**config.mk**
```make
export PLATFORM = sky130hd
export DESIGN_NAME = mlfba_ram
export DESIGN_NICKNAME = d
export VERILOG_FILES = /design/src/mlfba_ram.sv
export SDC_FILE = /design/constraint.sdc
export NUM_CORES = 1
export LEC_CHECK = 0
export ABC_AREA = 0
export CORE_MARGIN = 1.5
export CORE_UTILIZATION = 59
export CTS_BUF_LIST = sky130_fd_sc_hd__clkbuf_2 sky130_fd_sc_hd__clkbuf_4 sky130_fd_sc_hd__clkbuf_8
export DETAILED_ROUTE_END_ITERATION = 12
export DONT_BUFFER_PORTS = 1
export HOLD_SLACK_MARGIN = 0.1
export MAX_ROUTING_LAYER = met4
export PLACE_DENSITY = 0.77
export SYNTH_ARGS = -nofsm -noshare
export SYNTH_HDL_FRONTEND = slang
export SYNTH_SLANG_ARGS = --single-unit
```
**constraint.sdc**
```tcl
create_clock -name clk -period 2.2 [get_ports clk]
set_input_delay 0.11 -clock clk [delete_from_list [all_inputs] [get_ports clk]]
set_output_delay 0.11 -clock clk [all_outputs]
set_load 0.01 [all_outputs]
```
**src/mlfba_ram.sv**
```systemverilog
// generic single write port ram with registered read
module mlfba_ram #(
	parameter int WIDTH = 8,
	parameter int DEPTH = 16
) (
	input  logic                     clk,
	input  logic                     we,
	input  logic [$clog2(DEPTH)-1:0] waddr,
	input  logic [WIDTH-1:0]         wdata,
	input  logic [$clog2(DEPTH)-1:0] raddr,
	output logic [WIDTH-1:0]         rdata
);
	logic [WIDTH-1:0] mem [DEPTH];

	always_ff @(posedge clk) begin
		if (we) begin
			mem[waddr] <= wdata;
		end
		rdata <= mem[raddr];
	end
endmodule

```
; ---- Yosys cells after proc, flatten, opt, wreduce, memory -nomap -nowiden
; Memories as Yosys holds them, arrays and structs flattened. A register that Yosys moved wholly into a read port is not among the register bits.
; Index checks and enable logic that the tools add are counted.
[word_totals]
register_bits = 0
latch_bits = 0
mem_bits_rw = 128
mem_bits_ro = 0
in_bits = 18
output_inout_bits = 8
elab_cells = 3
mem_count = 1
[classes]
n_addsub = 0
n_mul = 0
div = 0
magnitude_cmp = 0
n_eq_ne = 0
shifts = 0
n_mux = 2
bitwise = 0
reduce_logical = 0
[mem_list]
columns = memory, depth, width, rd, rd_ports_with_merged_regs, write_ports, line
row1 = mem, 16, 8, 1, 1, 1, 13  ; logic [WIDTH-1:0] mem [DEPTH];
[op_table]
columns = op, n
row1 = 1-bit 2-to-1 mux, 2

; ---- Logic depth before layout (Yosys ltp)
; Gate-level depths: netlist of run 1.
[depth]
ltp_word = 2
mapped_depth = 5
mapped_depth_nobuf = 3

; ---- Worst setup path before layout of run 1
; No wires, ideal clock.
[synth_timing]
path_kind = input -> register
startpoint = input port waddr[2]
endpoint = memory mem[0][0], enable pin
setup_ps = 383
arrival_ps = 1220
required_ps = 1817
slack_ps = 597
cell_stages = 2
n_path_buf = 0
cell_sequence = or3b_2 -> nor3_1
[synth_lines]
columns = element, line
row1 = from (decl), 8  ; input logic [$clog2(DEPTH)-1:0] waddr,
row2 = to (decl), 13
; No word-level cell before the write port.

==> results of run 1 <==
kinds of logic after synthesis:
group,after synthesis
AO/OA/AOI/OAI,16
flip-flops,136
buffers and inverters,10
multiplexers,32
AND/OR/NAND/NOR,35
where the power goes:
group          total, mW  switching [mW]  internal, mW  leakage, nW
logic              0.236           0.127         0.109        0.532
registers           2.92          0.0287          2.89         1.22
clock network       2.10           0.955          1.14        0.201
total               5.26            1.11          4.14         1.96
Yosys cell counts:
cell,count,area share [%]
and2_1,1,0.12
or3b_2,1,0.17
edfxtp_1,128,75
a22oi_1,16,2.3
nand3_1,1,0.097
buf_4,1,0.15
nand2b_1,2,0.24
nor2_1,13,0.95
buf_6,3,0.66
nor2b_1,1,0.12
mux4_2,18,7.9
nand3b_1,2,0.29
mux4_1,14,7.1
dfxtp_1,8,3.1
and2b_1,1,0.15
buf_2,3,0.29
nor3_1,4,0.39
nand2_1,9,0.66
clkdlybuf4s25_2,3,0.58
how the worst max path moves through the flow:
| stage | end | cells past startpoint | slack [ns] |
|---|---|---|---|
| global route | rdata[1] | 4 | 0.34 |
| floorplan | mem[0][0] | 2 | 0.60 |
| CTS | rdata[1] | 4 | 0.42 |
| global placement | rdata[2] | 3 | 0.81 |
| detailed placement | rdata[2] | 3 | 0.78 |
| finish | rdata[1] | 4 | 0.39 |
cell type report:
type | count | area, sq um
diodes | 1 | 2.50
flip-flops and latches | 136 | 4000
fillers | 504 | 2440
well taps | 105 | 131
clock buffers | 18 | 241
repair buffers | 31 | 290
multi-input cells | 83 | 1060
clock inverters | 14 | 174
layout by cell type (no fill, tap or decap):
cell type	count
clkbuf_4	1
clkbuf_8	17
buf_12	2
clkinv_1	1
and2_1	1
clkinv_2	1
mux4_2	18
nor2_1	13
nand2_1	9
and2b_1	1
diode_2	1
nand3b_1	2
a22oi_1	16
buf_4	16
clkinvlp_4	3
nand2b_1	2
or3b_2	1
mux4_1	14
nand3_1	1
dlygate4sd3_1	13
edfxtp_1	128
dfxtp_1	8
bufinv_16	3
clkinv_4	3
nor3_1	4
inv_6	3
nor2b_1	1
worst register-to-register path, delay by kind of cell (launching register included):
family	cells	cell delay, ns
buffers and inverters	1	0.58
muxes	1	0.49
DFF	1	0.38
AOI/OAI and AO/OA	1	0.18
and+or+nand+nor	1	0.07
flip-flops by register name (all words and copies together) (netlist names):
name	cells
mem	128
rdata	8
layer usage:
| layer | vias to the layer above | GRT usage (%) | part of all wire [%] |
|---|---|---|---|
| li1 | 1056 | - | - |
| met3 | 7 | 7.75 | 10 |
| met5 | - | - | 0 |
| met4 | 0 | 6.64 | 0.76 |
| met1 | 1195 | 33.4 | 39 |
| met2 | 109 | 34.9 | 50 |
==> results.sh, run 1 <==
export IMPL_status="complete, no violations"
export IMPL_rsz0062_at_grt="false"
export IMPL_synth_compound_area_share_pct=2.33
export IMPL_dp_hpwl_microns=5480
export IMPL_critPathRequiredTime_ns=2.51
export IMPL_setup_violations=0
export IMPL_synth_xor_area_share_pct=0
export IMPL_htreeDepth=4
export IMPL_holdPathStages=3
export IMPL_worstReg2RegStart="mem[3][1]"
export IMPL_worstRegToRegCells=4
export IMPL_finClkSkew_ns=0.0104
export IMPL_hold_start="raddr[0]"
export IMPL_num_io_pins=26
export IMPL_endpoint_kind="register"
export IMPL_netlist_cell_type_count=19
export IMPL_cts_resized=0
export IMPL_wl_microns=9440
export IMPL_fin_crit_ns=1.81
export IMPL_yosys_area_share_simple_pct=3.18
export IMPL_nNetsFinal=287
export IMPL_tightest_slew_ns=0.702
export IMPL_path_clk_slew_ns=0.08
export IMPL_synth_seq_cells=136
export IMPL_finalNonFillerCells=388
export IMPL_start_util_pct=61.7
export IMPL_drive_gt1_share_pct=24.1
export IMPL_dp_slack_ns=0.784
export IMPL_die_h_microns=96.4
export IMPL_synth_mux_area_fraction_pct=15.0
export IMPL_synth_top_family_by_area="multiplexers"
export IMPL_syn_nets=247
export IMPL_fin_setup_tns_ns=0
export IMPL_dp_cells=340
export IMPL_cts_root_buffer="clkbuf_8"
export IMPL_hold_path_end="rdata[0]"
export IMPL_ant_nets=0
export IMPL_rows=33
export IMPL_ys_seq_area_share_pct=77.8
export IMPL_cts_buffers=17
export IMPL_synth_cells=229
export IMPL_critPathBufInv=1
export IMPL_yosys_warnings=0
export IMPL_cts_buffer_depth=2
export IMPL_gr_total_overflow=0
export IMPL_startpoint="mem[3][1]"
export IMPL_cp_start_kind="register"
export IMPL_power_leakage_nw=1.96
export IMPL_dr_pass1_iters=4
export IMPL_grt_pass1_vias=2345
export IMPL_relSlewSlack_pct=53.1
export IMPL_crit_type="reg -> reg"
export IMPL_grt_max_degree=31
export IMPL_synthesis_area_sq_um=5150
export IMPL_drv_slew=0
export IMPL_fin_crit_sh_pct=82.1
export IMPL_min_path_type="in -> reg"
export IMPL_port_buffers=0
export IMPL_syn_avg_cell_area_sq_um=22.5
export IMPL_whs_ns=0.125
export IMPL_final_cell_area_sq_um=5900
export IMPL_cts_hold_fix_buffers=15
export IMPL_cp_data_arrival_time_ns=2.12
export IMPL_vias=2367
export IMPL_rrSetupSlack_ns=0.39
export IMPL_cpMaxStageDelayCell="dlygate4sd3_1"
export IMPL_cts_tree="yes"
export IMPL_worst_slack_ns=0.394
export IMPL_core_sq_um=8340
export IMPL_crit_fanout=1
export IMPL_crit_family="buffers and inverters"
export IMPL_synth_fa_ha_area_share_pct=0
export IMPL_die_area_sq_um=9290
export IMPL_cts_sinks=136
export IMPL_insertion_delay_ns=0.42
export IMPL_ir_drop_mv=0.473
export IMPL_via_per_inst=6.10
export IMPL_fp_dieW_microns=96.4
export IMPL_hold_viol=0
export IMPL_post_drt_wl_per_cell_microns=24.3
export IMPL_fmax_ghz=0.554
export IMPL_path_cells="mux4_1 > dlygate4sd3_1 > a22oi_1 > nand2_1"
export IMPL_dpl_instance_area_sq_um=5310
export IMPL_cts_setup_buffers=0
export IMPL_p_total_mw=5.26
export IMPL_grtUsageTotal_pct=24.0
export IMPL_crit_path_max_incr_delay_ns=0.58
export IMPL_grt_pass1_wl_microns=14100
export IMPL_antenna_found_initial=1
export IMPL_area_growth_pct=14.6
export IMPL_gp_congestion=0.697
export IMPL_p_per_area_nw_per_um2=891
export IMPL_maxCapViolCount=0
export IMPL_drc_errors=0
export IMPL_timing_rr_end="rdata[1]"
export IMPL_drtIter0Drc=216
export IMPL_final_util_pct=70.7
Note: power is estimated with default switching activity, not from simulation.
==> inputs of run 2 (changes only) <==
PLACE_DENSITY = 0.8   (was 0.77)
clock period = 1.65 ns   (was 2.2 ns; I/O delays follow)
==> run 2 against run 1 <==
Effect of this change: first-iteration DRC count is 0.93% lower; final cell count stayed put; routed wire length is 2.9% lower; clock skew hardly changed; global-route usage is 0.71 points lower; via count is 0.34% higher; design area is 1.2% lower; critical path depth stayed put; total power is 27% higher; hold slack worse by 0.096 ns; critical path type is now in -> reg; critical endpoint is now mem[0][7]; highest routed layer unchanged.
==> results.sh, run 2 (synthesized netlist as in run 1, its figures left out) <==
export IMPL_die_h_microns=96.4
export IMPL_rsz0062_at_grt="false"
export IMPL_cts_root_buffer="clkbuf_8"
export IMPL_finClkSkew_ns=0.00993
export IMPL_crit_path_max_incr_delay_ns=0.59
export IMPL_nNetsFinal=286
export IMPL_layout_common_cells="128 x edfxtp_1, 18 x mux4_2, 18 x buf_4"
export IMPL_p_per_area_nw_per_um2=1150
export IMPL_cts_setup_buffers=0
export IMPL_insertion_delay_ns=0.41
export IMPL_regMostFlops="mem"
export IMPL_fp_dieW_microns=96.4
export IMPL_fin_crit_sh_pct=91.7
export IMPL_gr_total_overflow=0
export IMPL_fmax_ghz=0.661
export IMPL_crit_type="in -> reg"
export IMPL_path_clk_slew_ns=0.07
export IMPL_fin_crit_ns=1.51
export IMPL_grt_max_degree=33
export IMPL_dp_slack_ns=0.249
export IMPL_cp_start_kind="input pin"
export IMPL_relSlewSlack_pct=59.6
export IMPL_status="complete, no violations"
export IMPL_crit_fanout=8
export IMPL_reg_top3="mem (128), rdata (8)"
export IMPL_gr_usage_met1_pct=30.9
export IMPL_htreeDepth=4
export IMPL_power_leakage_nw=1.94
export IMPL_wl_microns=9170
export IMPL_cts_tree="yes"
export IMPL_dp_hpwl_microns=5730
export IMPL_cts_buffers=17
export IMPL_area_growth_pct=13.2
export IMPL_grt_pass1_wl_microns=14000
export IMPL_num_io_pins=26
export IMPL_endpoint_kind="register"
export IMPL_grtUsageTotal_pct=23.2
export IMPL_grt_pass1_vias=2433
export IMPL_maxCapViolCount=0
export IMPL_cpMaxStageDelayCell="dlygate4sd3_1"
export IMPL_cts_buffer_depth=2
export IMPL_cp_data_arrival_time_ns=1.62
export IMPL_via_per_inst=6.12
export IMPL_drtIter0Drc=214
export IMPL_setup_violations=0
export IMPL_n_fill_cell=501
export IMPL_cpMostUsedCell="dlygate4sd3_1"
export IMPL_gp_congestion=0.747
export IMPL_rows=33
export IMPL_fin_setup_tns_ns=0
export IMPL_cts_hold_fix_buffers=12
export IMPL_tightest_slew_ns=0.604
export IMPL_drive_gt1_share_pct=23.9
export IMPL_die_area_sq_um=9290
export IMPL_port_buffers=0
export IMPL_antenna_found_initial=3
export IMPL_largest_reg_flops=128
export IMPL_start_util_pct=61.7
export IMPL_path_cells="dlygate4sd3_1 > nor3_1 > dlygate4sd3_1 > buf_4"
export IMPL_drc_errors=0
export IMPL_worst_slack_ns=0.136
export IMPL_vias=2375
export IMPL_drv_slew=0
export IMPL_grt_use_met3_pct=8.29
export IMPL_hold_viol=0
export IMPL_multi_input_area_sq_um=1060
export IMPL_dr_pass1_iters=4
export IMPL_mostFrequentLayoutCell="edfxtp_1"
export IMPL_core_sq_um=8340
export IMPL_ir_drop_mv=0.498
export IMPL_busiest_layer="met2"
export IMPL_ant_nets=0
export IMPL_cts_sinks=136
export IMPL_cts_resized=0
export IMPL_post_drt_wl_per_cell_microns=23.6
export IMPL_gr_usage_met2_pct=34.0
export IMPL_min_path_type="in -> reg"
export IMPL_critPathRequiredTime_ns=1.76
export IMPL_seq_area_sq_um=4000
## run 2: cell count changes in the layout (fill, tap and decap cells not counted), sizes merged
cell | before | now
inv | 3 | 0
bufinv | 3 | 2
clkinvlp | 3 | 2
buf | 18 | 19
dlygate4sd3 | 13 | 11
clkinv | 5 | 7
clkbuf | 18 | 20
diode | 1 | 3
## run 2: per-stage QoR
| stage | cell area [sq um] | std cells | power, mW | utilization, % | hold slack, ns |
|---|---|---|---|---|---|
| floorplan | 5150 | 229 | 4.16 | - | 0.181 |
| global placement | 5330 | 342 | 4.18 | 63.9 | 0.182 |
| detailed placement | 5330 | 342 | 4.19 | 63.9 | 0.182 |
| CTS | 5820 | 385 | 6.73 | 69.8 | -0.00881 |
| global route | 5830 | 388 | 6.89 | 69.9 | 0.0155 |
| finish | 5830 | 388 | 6.69 | 69.9 | 0.0292 |
## run 2: area by class of cell
type	count	share of cell area [%]
Sequential cell	136	68.7
Clock inverter	11	1.85
Multi-Input combinational cell	83	18.1
Antenna cell	3	0.129
Tap cell	105	2.25
Timing Repair Buffer	30	4.55
Clock buffer	20	4.40
## run 2: worst paths after layout
| path | startpoint | end | slack, ns | cells past startpoint |
|---|---|---|---|---|
| min reg2reg | mem[13][0] | rdata[0] | 0.69 | 3 |
| max reg2reg | mem[1][1] | rdata[1] | 0.24 | 3 |
| max | waddr[0] | mem[0][7] | 0.14 | 4 |
| min | raddr[0] | rdata[4] | 0.03 | 3 |
## run 2: where the power goes
part | leakage [nW] | switching [mW] | internal [mW]
combinational | 0.524 | 0.149 | 0.141
clock | 0.187 | 1.14 | 1.36
sequential | 1.22 | 0.0406 | 3.86
## run 2: worst max-delay path, delay by kind of cell
family        cells  cell delay, ns
simple gates      1            0.19
buf+inv           3            1.35
## run 2: metal layers
metal	routed length (microns)	part of all wire [%]
met1	3640	40
met2	4680	51
met3	695	7.6
met4	151	1.6
met5	0	0
